File: src/sv/fibonacci_mod_matrix_power_defines.svh
// ---------------------------------------------------------------------------
// fibonacci_mod_matrix_power_defines
// Assertion macros shared by the Fibonacci matrix power modules.
// ---------------------------------------------------------------------------
`ifndef FIBONACCI_MOD_MATRIX_POWER_DEFINES_SVH
`define FIBONACCI_MOD_MATRIX_POWER_DEFINES_SVH

// same-cycle implication, checked on clk, off during rst
`define FMP_ASSERT_IMPL(label, ante, cons) \
  label: assert property (@(posedge clk) disable iff (rst) (ante) |-> (cons)) \
    else $error("fmp assertion failed");

// next-cycle implication
`define FMP_ASSERT_NEXT(label, ante, cons) \
  label: assert property (@(posedge clk) disable iff (rst) (ante) |=> (cons)) \
    else $error("fmp assertion failed");

`endif

File: src/sv/fmp_pkg.sv
// ---------------------------------------------------------------------------
// fmp_pkg
// Types and constants of the Fibonacci matrix power block.
// ---------------------------------------------------------------------------
package fmp_pkg;

  localparam int MODULUS_W = 30;
  localparam int INDEX_W = 60;
  localparam int FIB_W = 30;
  localparam int INDEX_BITS_DEF = 60;
  localparam int BIT_CNT_W = 5;
  localparam logic [MODULUS_W-1:0] MODULUS_RESET = 30'd1000000007;
  localparam logic [BIT_CNT_W-1:0] BIT_MSB = BIT_CNT_W'(MODULUS_W - 1);

  typedef enum logic [2:0] {
    ST_IDLE,
    ST_TEST,
    ST_CLR,
    ST_MUL,
    ST_POST,
    ST_COPY,
    ST_SHIFT,
    ST_DONE
  } fmp_state_t;

  typedef enum logic [3:0] {
    DP_NOP,
    DP_LOAD,
    DP_CLR,
    DP_STEP,
    DP_SAVE,
    DP_ACCUM,
    DP_COPY_ACC,
    DP_COPY_STP,
    DP_SHIFT
  } dp_op_t;

  typedef struct packed {
    dp_op_t               op;
    logic                 acc_phase; // 1: acc*step, 0: step*step
    logic [1:0]           entry;     // {row, col} of product entry
    logic                 term;
    logic [BIT_CNT_W-1:0] bit_sel;
  } fmp_cmd_t;

  typedef struct packed {
    logic n_zero;
    logic n_lsb;
    logic m_small;
  } fmp_status_t;

  function automatic logic [MODULUS_W-1:0] sel4(
    input logic [MODULUS_W-1:0] v0,
    input logic [MODULUS_W-1:0] v1,
    input logic [MODULUS_W-1:0] v2,
    input logic [MODULUS_W-1:0] v3,
    input logic [1:0]           idx
  );
    logic [MODULUS_W-1:0] res;
    case (idx)
      2'd0: res = v0;
      2'd1: res = v1;
      2'd2: res = v2;
      default: res = v3;
    endcase
    return res;
  endfunction

endpackage

File: src/sv/fmp_datapath.sv
// ---------------------------------------------------------------------------
// fmp_datapath
// Matrix registers, modulus register and bit-serial modular multiply-add.
// ---------------------------------------------------------------------------
`include "fibonacci_mod_matrix_power_defines.svh"

module fmp_datapath #(
  parameter int INDEX_BITS = fmp_pkg::INDEX_BITS_DEF
) (
  input  logic                          clk,
  input  logic                          rst,
  input  fmp_pkg::fmp_cmd_t             cmd,
  input  logic [fmp_pkg::INDEX_W-1:0]   index,
  input  logic                          cfg_we,
  input  logic [fmp_pkg::MODULUS_W-1:0] cfg_data,
  output fmp_pkg::fmp_status_t          status,
  output logic [fmp_pkg::FIB_W-1:0]     fib_value
);
  import fmp_pkg::*;

  logic [MODULUS_W-1:0] modulus;
  logic [MODULUS_W-1:0] acc00, acc01, acc10, acc11;
  logic [MODULUS_W-1:0] stp00, stp01, stp10, stp11;
  logic [MODULUS_W-1:0] prd00, prd01, prd10, prd11;
  logic [MODULUS_W-1:0] r, part;
  logic [INDEX_BITS-1:0] n;

  logic [MODULUS_W-1:0] op_a, op_b;
  logic [MODULUS_W:0]   dbl, sum, acc_sum;
  logic [MODULUS_W-1:0] dbl_red, sum_red, acc_red, r_step;

  // a = A[row][term], b = step[term][col]
  always_comb begin
    if (cmd.acc_phase) begin
      op_a = sel4(acc00, acc01, acc10, acc11, {cmd.entry[1], cmd.term});
    end else begin
      op_a = sel4(stp00, stp01, stp10, stp11, {cmd.entry[1], cmd.term});
    end
    op_b = sel4(stp00, stp01, stp10, stp11, {cmd.term, cmd.entry[0]});
  end

  // r <- 2r + a[bit]*b, reduced; both operands stay below m
  always_comb begin
    dbl = {r, 1'b0};
    dbl_red = (dbl >= {1'b0, modulus}) ? MODULUS_W'(dbl - {1'b0, modulus})
                                       : MODULUS_W'(dbl);
    sum = {1'b0, dbl_red} + {1'b0, op_b};
    sum_red = (sum >= {1'b0, modulus}) ? MODULUS_W'(sum - {1'b0, modulus})
                                       : MODULUS_W'(sum);
    r_step = op_a[cmd.bit_sel] ? sum_red : dbl_red;
    acc_sum = {1'b0, r} + {1'b0, part};
    acc_red = (acc_sum >= {1'b0, modulus}) ? MODULUS_W'(acc_sum - {1'b0, modulus})
                                           : MODULUS_W'(acc_sum);
  end

  always_ff @(posedge clk) begin
    if (rst) begin
      modulus <= MODULUS_RESET;
    end else if (cfg_we) begin
      modulus <= cfg_data;
    end
  end

  always_ff @(posedge clk) begin
    case (cmd.op)
      DP_LOAD: begin
        n <= INDEX_BITS'(index);
        acc00 <= MODULUS_W'(1);
        acc01 <= '0;
        acc10 <= '0;
        acc11 <= MODULUS_W'(1);
        stp00 <= '0;
        stp01 <= MODULUS_W'(1);
        stp10 <= MODULUS_W'(1);
        stp11 <= MODULUS_W'(1);
      end
      DP_CLR: r <= '0;
      DP_STEP: r <= r_step;
      DP_SAVE: part <= r;
      DP_ACCUM: begin
        case (cmd.entry)
          2'd0: prd00 <= acc_red;
          2'd1: prd01 <= acc_red;
          2'd2: prd10 <= acc_red;
          default: prd11 <= acc_red;
        endcase
      end
      DP_COPY_ACC: begin
        acc00 <= prd00;
        acc01 <= prd01;
        acc10 <= prd10;
        acc11 <= prd11;
      end
      DP_COPY_STP: begin
        stp00 <= prd00;
        stp01 <= prd01;
        stp10 <= prd10;
        stp11 <= prd11;
      end
      DP_SHIFT: n <= n >> 1;
      default: ;
    endcase
  end

  assign status.n_zero = (n == '0);
  assign status.n_lsb = n[0];
  assign status.m_small = (modulus < MODULUS_W'(2));
  assign fib_value = status.m_small ? '0 : acc01;

  `FMP_ASSERT_IMPL(a_step_r_reduced, cmd.op == DP_STEP, r < modulus)
  `FMP_ASSERT_IMPL(a_accum_part_reduced, cmd.op == DP_ACCUM, part < modulus)
  `FMP_ASSERT_NEXT(a_step_keeps_reduced, cmd.op == DP_STEP, r < modulus)

endmodule

File: src/sv/fmp_controller.sv
// ---------------------------------------------------------------------------
// fmp_controller
// Sequencer for square-and-multiply over the index bits.
// ---------------------------------------------------------------------------
`include "fibonacci_mod_matrix_power_defines.svh"

module fmp_controller (
  input  logic                 clk,
  input  logic                 rst,
  input  logic                 start,
  input  fmp_pkg::fmp_status_t status,
  output fmp_pkg::fmp_cmd_t    cmd,
  output logic                 busy,
  output logic                 done
);
  import fmp_pkg::*;

  fmp_state_t state, state_next;
  logic acc_phase, acc_phase_next;
  logic [1:0] entry, entry_next;
  logic term, term_next;
  logic [BIT_CNT_W-1:0] bit_sel, bit_sel_next;

  always_ff @(posedge clk) begin
    if (rst) begin
      state <= ST_IDLE;
      acc_phase <= 1'b0;
      entry <= '0;
      term <= 1'b0;
      bit_sel <= '0;
    end else begin
      state <= state_next;
      acc_phase <= acc_phase_next;
      entry <= entry_next;
      term <= term_next;
      bit_sel <= bit_sel_next;
    end
  end

  always_comb begin
    state_next = state;
    acc_phase_next = acc_phase;
    entry_next = entry;
    term_next = term;
    bit_sel_next = bit_sel;
    case (state)
      ST_IDLE: begin
        if (start) state_next = ST_TEST;
      end
      ST_TEST: begin
        if (status.m_small || status.n_zero) begin
          state_next = ST_DONE;
        end else begin
          acc_phase_next = status.n_lsb;
          entry_next = '0;
          term_next = 1'b0;
          state_next = ST_CLR;
        end
      end
      ST_CLR: begin
        bit_sel_next = BIT_MSB;
        state_next = ST_MUL;
      end
      ST_MUL: begin
        bit_sel_next = bit_sel - BIT_CNT_W'(1);
        if (bit_sel == '0) state_next = ST_POST;
      end
      ST_POST: begin
        if (!term) begin
          term_next = 1'b1;
          state_next = ST_CLR;
        end else if (entry == 2'd3) begin
          state_next = ST_COPY;
        end else begin
          entry_next = entry + 2'd1;
          term_next = 1'b0;
          state_next = ST_CLR;
        end
      end
      ST_COPY: begin
        if (acc_phase) begin
          acc_phase_next = 1'b0;
          entry_next = '0;
          term_next = 1'b0;
          state_next = ST_CLR;
        end else begin
          state_next = ST_SHIFT;
        end
      end
      ST_SHIFT: state_next = ST_TEST;
      ST_DONE: state_next = ST_IDLE;
      default: state_next = ST_IDLE;
    endcase
  end

  always_comb begin
    cmd.op = DP_NOP;
    cmd.acc_phase = acc_phase;
    cmd.entry = entry;
    cmd.term = term;
    cmd.bit_sel = bit_sel;
    busy = 1'b1;
    done = 1'b0;
    case (state)
      ST_IDLE: begin
        busy = 1'b0;
        if (start) cmd.op = DP_LOAD;
      end
      ST_CLR: cmd.op = DP_CLR;
      ST_MUL: cmd.op = DP_STEP;
      ST_POST: cmd.op = term ? DP_ACCUM : DP_SAVE;
      ST_COPY: cmd.op = acc_phase ? DP_COPY_ACC : DP_COPY_STP;
      ST_SHIFT: cmd.op = DP_SHIFT;
      ST_DONE: done = 1'b1;
      default: ;
    endcase
  end

  `FMP_ASSERT_NEXT(a_start_goes_busy, start && !busy, busy)
  `FMP_ASSERT_NEXT(a_done_then_idle, done, !busy && !done)
  `FMP_ASSERT_IMPL(a_post_after_last_bit, state == ST_POST, $past(bit_sel) == '0)

endmodule

File: src/sv/fibonacci_mod_matrix_power.sv
// ---------------------------------------------------------------------------
// fibonacci_mod_matrix_power
// F(index) mod modulus by 2x2 matrix square-and-multiply.
// ---------------------------------------------------------------------------
// Usage:
//   Raise start while busy is low; index is taken at that edge and busy goes
//   high on the next cycle. When the item finishes, done pulses for one cycle
//   with fib_value valid in that cycle; the receiver has no way to stall it.
//   The modulus register is written through cfg_valid/cfg_ready/cfg_data;
//   cfg_ready is high only while the block is idle and start is low. Reset
//   restores the modulus to 1000000007 and returns the sequencer to idle.
// Operation:
//   Every modular multiply-add runs one operand bit per cycle, over all 30
//   bits of the modulus width, through a shared double-and-add unit. A
//   matrix product forms its four entries in turn, each from two terms. Per
//   index bit, from the LSB, the accumulator is multiplied by the step
//   matrix if the bit is set, then the step matrix is squared. Index 0 or a
//   modulus below 2 gives done with no product. The next item can be taken
//   in the cycle after done; one item is in flight at a time.
// ---------------------------------------------------------------------------
module fibonacci_mod_matrix_power #(
  parameter int INDEX_BITS = fmp_pkg::INDEX_BITS_DEF
) (
  input  logic                          clk,
  input  logic                          rst,
  input  logic                          start,
  output logic                          busy,
  input  logic [fmp_pkg::INDEX_W-1:0]   index,
  output logic                          done,
  output logic [fmp_pkg::FIB_W-1:0]     fib_value,
  input  logic                          cfg_valid,
  output logic                          cfg_ready,
  input  logic [fmp_pkg::MODULUS_W-1:0] cfg_data
);
  import fmp_pkg::*;

  fmp_cmd_t    cmd;
  fmp_status_t status;

  // no modulus write in the cycle an item is taken
  assign cfg_ready = !busy && !start;

  fmp_controller u_ctrl (
    .clk    (clk),
    .rst    (rst),
    .start  (start),
    .status (status),
    .cmd    (cmd),
    .busy   (busy),
    .done   (done)
  );

  fmp_datapath #(
    .INDEX_BITS (INDEX_BITS)
  ) u_dp (
    .clk       (clk),
    .rst       (rst),
    .cmd       (cmd),
    .index     (index),
    .cfg_we    (cfg_valid && cfg_ready),
    .cfg_data  (cfg_data),
    .status    (status),
    .fib_value (fib_value)
  );

endmodule
File: config.mk
export PLATFORM = sky130hd
export DESIGN_NAME = fibonacci_mod_matrix_power
export DESIGN_NICKNAME = d
export VERILOG_FILES = /design/src/sv/fmp_pkg.sv /design/src/sv/fmp_datapath.sv /design/src/sv/fmp_controller.sv /design/src/sv/fibonacci_mod_matrix_power.sv
export VERILOG_INCLUDE_DIRS = /design/src /design/src/sv
export SDC_FILE = /design/constraint.sdc
export NUM_CORES = 1
export LEC_CHECK = 0
export CAP_MARGIN = 20
export CORE_UTILIZATION = 40
export CTS_CLUSTER_SIZE = 30
export DETAILED_ROUTE_END_ITERATION = 10
export DONT_BUFFER_PORTS = 1
export GPL_ROUTABILITY_DRIVEN = 1
export PLACE_DENSITY = 0.5
export SETUP_SLACK_MARGIN = 0.02
export SYNTH_ARGS = -nofsm -noshare
export SYNTH_HDL_FRONTEND = slang
export SYNTH_SLANG_ARGS = --single-unit
File: constraint.sdc
create_clock -name clk -period 11.5 [get_ports clk]
set_input_delay 0.575 -clock clk [delete_from_list [all_inputs] [get_ports clk]]
set_output_delay 0.575 -clock clk [all_outputs]
set_load 0.02 [all_outputs]
Word-level counts from Yosys, hierarchy flattened
Cells that the tools add are included.
Widths: inputs -> output; s select.
Operators by class
  add/subtract/negate cells: 7
  $mul: 0
  div/mod/pow operators: 0
  order comparisons: 5
  equality and inequality tests: 28
  shift-type cells: 0
  multiplexer cells: 47
  bitwise logic cells: 1
  reductions and logical operators: 26
Operator list (number)
  $pmux 30 s2: 9
  $pmux 30 s3: 3
  $mux 30: 6
  $pmux 60 s2: 1
  $ge 31x30->1: 3
  $sub 30x30->30: 3
  $add 30x30->31: 2
  $logic_not 60->1: 1
  $lt 30x2->1 const B: 1
  $pmux 3 s8: 1
  $pmux 4 s6: 1
  $mux 3: 6
  $eq 4x3->1 const B: 4
  $eq 3x3->1 const B: 4
  $reduce_and 2->1: 6
  $reduce_bool 2->1: 6
  $mux 1: 11
  $pmux 5 s2: 1
  $eq 2x2->1 const B: 4
  $eq 4x2->1 const B: 2
  $mux 2: 4
  $eq 2x1->1 const B: 3
  $eq 3x2->1 const B: 2
  $logic_not 2->1: 3
  22 further kinds: 27
Word-level totals
  flip-flop bits (word level): 522
  bits in latches: 0
  RAM bits: 0
  bits in read-only memories: 0
  input port bits: 94
  logic and storage cells: 135
  memories: 0

Logic depth before layout (Yosys ltp)
Gate-level depths: netlist (run 1).
  depth after elaboration: 7
  gate-level depth with buffers: 37
  gate-level depth less buffers: 33

Hierarchy
A second synthesis (run 1) with hierarchy kept.
Unflattened totals
  cells, all modules: 2648
  area total of the unflattened synthesis: 30893.4 um^2
Modules (own cells, without submodules)
  fmp_datapath: times used 1, cells each 2552, area an instance 30143.9 um^2, sequential area each 15014.4 um^2
  fmp_controller: times used 1, cells each 94, area an instance 733.2 um^2, sequential area each 240.2 um^2
  fibonacci_mod_matrix_power: times used 1, cells each 2, area an instance 16.3 um^2, sequential area each 0.0 um^2

Worst setup path before layout (run 1)
No wires, ideal clock.
  path kind: register to register
  start point: register u_ctrl.acc_phase
  end point: register u_dp.stp00[0] (enable)
  library setup time: 0.765 ns
  arrival time: 9.572 ns
  data required time: 10.735 ns
  setup slack: 1.163 ns
  cell stages (with the launch flop): 6
  buffers on the path: 4
  cells stage by stage: dfxtp_1 -> buf_2 -> buf_2 -> buf_2 -> clkbuf_1 -> o21ai_0
On the way
  longest elaborated chain between the ends: 4
  elaborated cells on any way between the ends: 5
  classes of those cells: eq/ne (2); mux (2); reduce/logical (1)
Ends and longest elaborated chain
  start, declared: line fmp_controller.sv:19  | logic acc_phase, acc_phase_next;
  start signal, assigned: line fmp_controller.sv:33  | acc_phase <= acc_phase_next;
  $mux 1 (*): line fmp_controller.sv:112  | ST_COPY: cmd.op = acc_phase ? DP_COPY_ACC : DP_COPY_STP;
  $pmux 4 s6 (*): line fmp_controller.sv:104  | case (state)
  $eq 4x3->1 or $eq 4x1->1 (tied branches): line fmp_datapath.sv:65  | case (cmd.op)
  $reduce_bool 2->1 (no source line) (*)
  end signal, assigned: line fmp_datapath.sv:95  | stp00 <= prd00;
  end, declared: line fmp_datapath.sv:23  | logic [MODULUS_W-1:0] stp00, stp01, stp10, stp11;
Every way passes the cells marked *; elsewhere a longest branch is shown, timed or not.
A chain may end at the register's enable or synchronous reset.

Final worst setup path (run 1)
  start point: register u_dp.modulus[16]
  end point: register u_dp.r[27], data pin
On the way
  longest elaborated chain between the ends: 7
  elaborated cells on any way between the ends: 9
  classes of those cells: add/sub (3); order compare (2); mux (4)
Ends and longest elaborated chain
  start, declared: line fmp_datapath.sv:21  | logic [MODULUS_W-1:0] modulus;
  start signal, assigned: line fmp_datapath.sv:60  | modulus <= cfg_data;
  $sub 30x30->30 or $ge 31x30->1 (tied branches): line fmp_datapath.sv:45  | dbl_red = (dbl >= {1'b0, modulus}) ? MODULUS_W'(dbl - {1'b0, modulus})
  $mux 30: line fmp_datapath.sv:45
  $add 30x30->31: line fmp_datapath.sv:47  | sum = {1'b0, dbl_red} + {1'b0, op_b};
  $sub 30x30->30 or $ge 31x30->1 (tied branches): line fmp_datapath.sv:48  | sum_red = (sum >= {1'b0, modulus}) ? MODULUS_W'(sum - {1'b0, modulus})
  $mux 30: line fmp_datapath.sv:48
  $mux 30 (*): line fmp_datapath.sv:50  | r_step = op_a[cmd.bit_sel] ? sum_red : dbl_red;
  $pmux 30 s2 (*): line fmp_datapath.sv:65
  end signal, assigned: line fmp_datapath.sv:78  | DP_STEP: r <= r_step;
  end, declared: line fmp_datapath.sv:25  | logic [MODULUS_W-1:0] r, part;
Marks and branches as above.

==> impl_metrics.tcl, run 1 <==
set metrics [dict create \
    status "complete, no violations" \
    portBuffers 0 \
    drtPass1Iterations 5 \
    die_h_microns 279 \
    path_clk_slew_ps 70 \
    drive_above_1_share 0.139 \
    cts_buffers 59 \
    fp.dieW_microns 279 \
    max_freq_mhz 99.4 \
    root_buffer "clkbuf_16" \
    cts.path.max_buffers 3 \
    wl_per_cell_microns 26.2 \
    num_vias 21400 \
    grt_pass1_wl_microns 141000 \
    end_kind "register" \
    synth_flop_cell "edfxtp_1" \
    cp.arrival_ps 10460 \
    grt.overflow.total 0 \
    yosysSeqAreaShare 0.497 \
    met2_usage 0.396 \
    drtIter0Drc 1742 \
    syn_inst 2633 \
    dieArea_sq_um 77900 \
    tns_ps 0 \
    place_congestion 0.945 \
    grt_max_degree 66 \
    tightest_slew_ps 1230 \
    insertion_delay_ps 650 \
    largest_reg_flops 60 \
    tritoncts "yes" \
    start_util 0.405 \
    use_met3 0.0294 \
    row_count 101 \
    crit_required_ps 11900 \
    p_leak_nw 12.4 \
    worst_path_max_delay_cell "a31oi_4" \
    rsz0062_at_grt "no" \
    pin_count 127 \
    netlist_area_sq_um 30700 \
    hp-class "primary input to register" \
    use_met1 0.353 \
    min_period_over_period 0.874 \
    core_sq_um 75900 \
    hold_viol_final 0 \
    cp-start-kind "register" \
    slew_viol_final 0 \
    critPathMaxFanout 25 \
    largest_register "u_dp.n" \
    path_class "register to register" \
    yosysWarnings 0 \
    viasPerCell 5.79 \
    synth.net_count 2887 \
    synth_edf_count 480 \
    max_stage_delay_ps 670 \
    gr-usage-all-layers 0.246 \
    hpwl_microns 69400 \
    drc 0 \
    ant_nets 0 \
    post_cts_buffers 0 \
    layout.nets 2865 \
    timing.slew.headroom 0.161 \
    antenna_found_initial 6 \
    setup_violations 0 \
    grt_pass1_vias 20900 \
    ys_async_sr_fraction 0 \
    htree_levels 2 \
    ir_drop_mv 0.163 \
    drt-total-wl_microns 96800 \
    max-cap-violations 0 \
    clkSinkCount 522 \
    whs_ps 42.4 \
    syn_avg_cell_area_sq_um 11.7 \
    area_growth_pct 10.2 \
    cts.repair.resized 0 \
    ys_seq_elements 522 \
    postCtsHoldBufs 3 \
    powerDensity_nw_per_um2 227 \
    fin_skew_ps 33.2 \
    globalRoute.busiestLayer "met2" \
    ys_types 93 \
    finalCriticalPeriod_ps 10060 \
]
## synth_stat cells (all sizes together), types with 4 or more instances
master     n  share of area
nor2     136          0.017
a211oi    18         0.0046
a21o      61          0.015
clkbuf    86          0.011
a21bo      4         0.0013
a221o      5         0.0016
dfxtp     42          0.027
a21oi    164          0.027
a311oi     7         0.0020
ha       155          0.063
nand2b    24         0.0050
edfxtp   480           0.47
o21ai    133          0.022
o211ai    16         0.0039
buf       30         0.0057
nor4      30         0.0061
and2     253          0.052
a31oi     13         0.0031
a31o       6         0.0017
mux4      74          0.054
and3      14         0.0029
nand2    160          0.020
o21a      24         0.0059
xnor2     73          0.021
inv       83          0.010
nand4     26         0.0053
o211a      8         0.0026
mux2     129          0.047
or2       10         0.0020
nand3b     6         0.0015
nor2b     54          0.011
o31ai     14         0.0034
o21bai    25         0.0061
nor3      39         0.0064
fa         5         0.0033
a211o     23         0.0066
or3       14         0.0029
nor3b      4        0.00098
a22oi      6         0.0021
xor2      49          0.014
nand3     40         0.0065
mux2i     29         0.0094
a2111oi    6         0.0017
a21boi     5         0.0012
## per-layer routing
layer  up-vias  part of all wire
li1       9860                 -
met1     10800              0.47
met2       574              0.46
met3       122             0.044
met4         2             0.024
met5         -           0.00018
## per-stage QoR
stage,worst slack [ps],total power [mW],area [sq um],cells,util
final,1440,7.69,33900,3691,0.446
after detailed placement,1590,5.71,31800,3577,0.419
after global routing,976,8.08,33900,3691,0.446
after CTS,1530,7.69,33900,3690,0.446
after floorplan,1160,4.72,30700,2633,-
after global placement,1680,5.70,31800,3576,0.419
## power by group
group	internal, mW	total, mW	switching (mW)
logic	1.22	3.31	2.09
clock network	1.12	1.95	0.833
registers	2.32	2.43	0.111
total	4.66	7.69	3.03
## placed cells by master (no fill, tap or decap), types with 53 or more instances in the layout
cell	Yosys	final
inv_1	82	82
edfxtp_1	480	480
mux2_2	128	128
nor2b_1	54	53
nor2_1	134	130
a21o_1	61	61
ha_1	155	155
o21ai_0	131	130
nand2_1	160	159
xnor2_1	73	73
mux4_2	74	74
and2_1	251	250
a21oi_1	163	163
clkbuf_16	0	60
## cell families after synthesis
| logic type | share of synthesized area |
|---|---|
| simple gates | 0.142 |
| compound gates | 0.123 |
| flops | 0.497 |
| mux | 0.111 |
| buf+inv | 0.0263 |
| fa+ha+maj | 0.0664 |
| xor+xnor | 0.0348 |
## final cells by class
class,count,area [sq um]
Antenna cell,1,2.50
Clock buffer,66,1520
Clock inverter,44,460
Fill cell,7000,42100
Inverter,83,312
Multi-Input combinational cell,1912,14700
Sequential cell,522,15300
Tap cell,1030,1290
Timing Repair Buffer,33,275
## path summary, 6_finish.rpt
check / cells after the start / to / startpoint / slack, ps
worst min register to register: 2 / u_dp.modulus[12] / u_dp.modulus[12] / 480
worst min-delay path: 1 / u_dp.modulus[24] / rst / 40
worst max register to register: 30 / u_dp.r[27] / u_dp.modulus[16] / 1440
worst max-delay path: 30 / u_dp.r[27] / u_dp.modulus[16] / 1440
## worst max-delay path, delay by kind of cell (launching register included)
kind | cells | cell delay [ps]
AOI/OAI and AO/OA | 18 | 4880
and+or+nand+nor | 5 | 1900
adders and majority gates | 3 | 1270
buffers and inverters | 2 | 580
DFF | 1 | 460
muxes | 1 | 430
xor gates and xnor gates | 1 | 240
No activity file was read; power rests on OpenSTA's default activity.
==> run 2, diff against run 1 <==
- CAP_MARGIN: 20 -> 0
- CORE_ASPECT_RATIO: unset -> 0.6
==> run 2 against run 1 <==
Effect of this change: total power fell by 0.75%; die area is essentially flat; first-iteration DRC count increased by 21%; non-clock buffer count increased by 5; hold slack got worse by 11 ps; register-to-register slack better by 320 ps; sequential cell count unchanged; wire length up 4.6%; clock power decreased by 5%; clock skew is 5.9 ps lower; critical path type unchanged.
==> impl_metrics.tcl, run 2 (same netlist as run 1, synthesis figures left out) <==
set metrics [dict create \
    cts_buffers 53 \
    intPower_mw 4.62 \
    layout.nets 2864 \
    portBuffers 0 \
    rsz0062_at_grt "no" \
    grt.overflow.total 0 \
    max-cap-violations 0 \
    cp-start-kind "register" \
    gr-usage-all-layers 0.258 \
    drt-total-wl_microns 101000 \
    powerDensity_nw_per_um2 226 \
    drc 0 \
    grt_pass1_vias 20600 \
    final_cell_mix "480 x edfxtp_1, 250 x and2_1, 163 x a21oi_1" \
    tightest_slew_ps 1360 \
    path_class "register to register" \
    hpwl_microns 73900 \
    swShare 0.395 \
    fp.dieW_microns 360 \
    grt_max_degree 81 \
    post_cts_buffers 0 \
    p_switching_mw 3.01 \
    ant_nets 0 \
    drtIter0Drc 2114 \
    root_buffer "clkbuf_16" \
    area_growth_pct 9.78 \
    crit_top_cell "o21ai_0" \
    timing.slew.headroom 0.0887 \
    cp.arrival_ps 10100 \
    num_vias 21600 \
    place_congestion 0.960 \
    htree_levels 2 \
    core_sq_um 75700 \
    setup_violations 0 \
    pin_count 127 \
    die_h_microns 217 \
    start_util 0.406 \
    wl_per_cell_microns 27.7 \
    cts.repair.resized 0 \
    clkSinkCount 522 \
    row_count 78 \
    slew_viol_final 0 \
    crit_required_ps 11870 \
    antenna_found_initial 3 \
    min_period_over_period 0.846 \
    finalCriticalPeriod_ps 9730 \
    viasPerCell 5.91 \
    p_leak_nw 12.4 \
    largest_reg_flops 60 \
    cts.path.max_buffers 3 \
    tritoncts "yes" \
    hold_viol_final 0 \
    max_stage_delay_ps 650 \
    status "complete, no violations" \
    drive_above_1_share 0.140 \
    comb_power_share 0.438 \
    hp-class "primary input to register" \
    largest_register "u_dp.n" \
    ir_drop_mv 0.131 \
    fin_skew_ps 27.3 \
    path_clk_slew_ps 70 \
    end_kind "register" \
    insertion_delay_ps 650 \
    whs_ps 31.5 \
    p_clk_frac 0.244 \
    tns_ps 0 \
    worst_path_max_delay_cell "dfxtp_1" \
    layout_commonest_cell "edfxtp_1" \
    postCtsHoldBufs 1 \
    r2r_setup_slack_ps 1770 \
    grt_pass1_wl_microns 147000 \
    drtPass1Iterations 5 \
    seq_power_share 0.318 \
    dieArea_sq_um 78000 \
    max_freq_mhz 103 \
    critPathMaxFanout 27 \
]
[run 2: cell types whose count changed in the layout (fill, tap and decap cells not counted), moves of 2 or more]
cell | previous run | this run
clkinv_4 | 4 | 2
clkinv_2 | 6 | 9
buf_4 | 29 | 34
clkbuf_16 | 60 | 53
clkinv_1 | 17 | 6
clkbuf_1 | 6 | 11
diode_2 | 1 | 4
clkbuf_8 | 0 | 4
[run 2: area by class of cell]
| cell class | instances | area [sq um] |
|---|---|---|
| Multi-Input combinational cell | 1912 | 14700 |
| Sequential cell | 522 | 15300 |
| Timing Repair Buffer | 38 | 295 |
| Fill cell | 6968 | 42000 |
| Inverter | 83 | 312 |
| Antenna cell | 4 | 10.0 |
| Clock inverter | 32 | 429 |
| Tap cell | 1000 | 1250 |
| Clock buffer | 68 | 1420 |
[run 2: power by group through the flow]
stage,registers (mW),clock network (mW),logic (mW)
2_1_floorplan,2.43,0,2.30
6_report,2.42,1.86,3.35
3_3_place_gp,2.46,0,3.27
4_1_cts,2.42,1.91,3.26
3_5_place_dp,2.46,0,3.24
5_1_grt,2.44,1.99,3.59
[run 2: routing by layer]
| layer | vias to the layer above | track usage | wire, microns |
|---|---|---|---|
| met5 | - | 0 | 0 |
| met4 | 0 | 0.0425 | 1290 |
| met3 | 78 | 0.0532 | 8570 |
| met2 | 805 | 0.343 | 39100 |
| met1 | 10900 | 0.422 | 52300 |
| li1 | 9853 | - | - |
[run 2: worst paths after layout]
kind	start	end	cells after the start
hold reg to reg	u_dp.modulus[16]	u_dp.modulus[16]	2
setup / recovery	u_dp.modulus[7]	u_dp.r[14]	30
setup reg to reg	u_dp.modulus[7]	u_dp.r[14]	30
hold / removal	rst	u_ctrl.state[0]	1
[run 2: through the flow]
step                       util  setup WS, ps  cells  total power, mW  instance area [sq um]
final                     0.445          1770   3659             7.63                  33700
after global routing      0.445          1480   3655             8.02                  33700
after CTS                 0.445          2150   3652             7.59                  33700
after detailed placement  0.420          2180   3551             5.70                  31800
after global placement    0.420          2310   3551             5.72                  31800
after floorplan               -          1160   2633             4.72                  30700
[run 2: worst max-delay path, delay by kind of cell (launching register included)]
family	cells	cell delay (ps)
DFF	1	650
buffers and inverters	2	600
and+or+nand+nor	5	1670
AOI/OAI and AO/OA	18	4650
adders and majority gates	3	1320
muxes	1	370
xor gates and xnor gates	1	200
==> run 3, diff against run 2 <==
- clock period: 11.5 -> 9.1 ns (I/O delays scaled with it)
==> run 3 against run 2 <==
Effect of this change: die area unchanged; combinational power up 33%; sequential cell count unchanged; highest routed layer is now met5; cell count up 1.7%; final area up 1.5%; critical path depth unchanged; hold slack better by 11 ps; total power up 27%; largest cell class unchanged.
==> impl_metrics.tcl, run 3 (same netlist as run 1, synthesis figures left out) <==
set metrics [dict create \
    status "complete, no violations" \
    post-route-util 0.452 \
    grt_pass1_vias 20900 \
    r2r_end "u_dp.r[5]" \
    viasPerCell 5.91 \
    die_h_microns 217 \
    powerDensity_nw_per_um2 284 \
    place_congestion 0.951 \
    pin_count 127 \
    fp.dieW_microns 360 \
    slew_viol_final 0 \
    rsz0062_at_grt "yes" \
    final_cell_mix "480 x edfxtp_1, 250 x and2_1, 162 x a21oi_1" \
    dieArea_sq_um 78000 \
    ant_nets 0 \
    grt.overflow.total 0 \
    timing.slew.headroom 0.184 \
    place_ws_ps 131 \
    drtPass1Iterations 8 \
    max-cap-violations 0 \
    worst_path_max_delay_cell "fa_1" \
    crit_top_cell "o21ai_0" \
    tritoncts "yes" \
    largest_register "u_dp.n" \
    power_mw 9.71 \
    drt-total-wl_microns 101000 \
    htree_levels 2 \
    cts_buffers 52 \
    path_class "register to register" \
    fin_skew_ps 34.1 \
    wl_per_cell_microns 27.1 \
    ir_drop_mv 0.155 \
    hp-class "primary input to register" \
    largest_reg_flops 60 \
    rr_startpoint "u_dp.modulus[5]" \
    p_leak_nw 12.6 \
    placed_area_sq_um 32100 \
    drc 0 \
    layout_commonest_cell "edfxtp_1" \
    layout.nets 2929 \
    tns_ps 0 \
    whs_ps 42.8 \
    max_stage_delay_ps 510 \
    clkSinkCount 522 \
    antenna_found_initial 6 \
    drtIter0Drc 2543 \
    grt_max_degree 73 \
    dpl.cell_count 3589 \
    min_period_over_period 0.971 \
    portBuffers 0 \
    rr_worst_depth 30 \
    drive_above_1_share 0.153 \
    setup_violations 0 \
    start_util 0.406 \
    row_count 78 \
    cp.arrival_ps 9200 \
    end_kind "register" \
    gr-usage-all-layers 0.256 \
    finalCriticalPeriod_ps 8840 \
    root_buffer "clkbuf_16" \
    area_growth_pct 11.4 \
    num_vias 22000 \
    insertion_delay_ps 640 \
    crit_start "u_dp.modulus[5]" \
    max_freq_mhz 113 \
    crit_required_ps 9460 \
    finalNonFillerCells 3720 \
    final_area_sq_um 34200 \
    cp-start-kind "register" \
    endpoint "u_dp.r[5]" \
    core_sq_um 75700 \
    critPathMaxFanout 10 \
    cts.path.max_buffers 3 \
    grt_pass1_wl_microns 147000 \
    hold_viol_final 0 \
    r2r_setup_slack_ps 260 \
    worst_slack_ps 260 \
    hpwl_microns 73800 \
    path_clk_slew_ps 80 \
    tightest_slew_ps 1210 \
]
[run 3: cell count changes in the layout (fill, tap and decap cells not counted), moves of 3 or more]
cell,delta
buf_4,+38
dlygate4sd3_1,+25
clkbuf_1,-6
clkinv_1,+5
clkbuf_8,-4
clkinvlp_4,+4
bufinv_16,-3
nor4_1,-3
nor4_2,+3
[run 3: cell type report]
type                            instances  area [sq um]
Sequential cell                       522         15300
Multi-Input combinational cell       1913         14800
Fill cell                            6974         41500
Timing Repair Buffer                  103           878
Inverter                               83           312
Clock buffer                           57          1320
Antenna cell                            3          7.51
Tap cell                             1000          1250
Clock inverter                         39           397
[run 3: metal layers]
layer  vias to the layer above  wire [microns]  global-route usage
met1                     11100           51300               0.411
li1                       9970               -                   -
met4                         2            1040              0.0342
met5                         -              13                   0
met2                       817           39900               0.351
met3                        82            8640              0.0589
[run 3: critical path: cells and delay by family, from the launching register on]
kind / cells / cell delay, ps
buffers and inverters: 3 / 680
XOR/XNOR: 1 / 330
flip-flops: 1 / 460
multiplexers: 2 / 680
AND/OR/NAND/NOR: 6 / 1520
adder cells (fa/ha/maj): 3 / 1280
AO/OA/AOI/OAI: 15 / 3570
[run 3: timing repair]
item | in CTS | in global routing
endpoints found under the hold margin | 42 | 0
hold buffers | 30 | 0
setup endpoints to repair | 0 | 30
buffers inserted | 0 | 1
gates resized for setup | 0 | 10
[run 3: power breakdown]
part	total, mW	switching [mW]	internal [mW]
Sequential	3.05	0.123	2.93
Combinational	4.44	2.78	1.66
Clock	2.22	1.01	1.20
Total	9.71	3.92	5.79
[run 3: how the worst min path moves through the flow]
stage	cells after the start	start	to
floorplan	2	u_dp.modulus[10]	u_dp.modulus[10]
global placement	2	u_dp.modulus[26]	u_dp.modulus[26]
detailed placement	2	u_dp.modulus[16]	u_dp.modulus[16]
CTS	1	index[2]	u_dp.n[2]
global route	1	index[7]	u_dp.n[7]
finish	1	index[2]	u_dp.n[2]
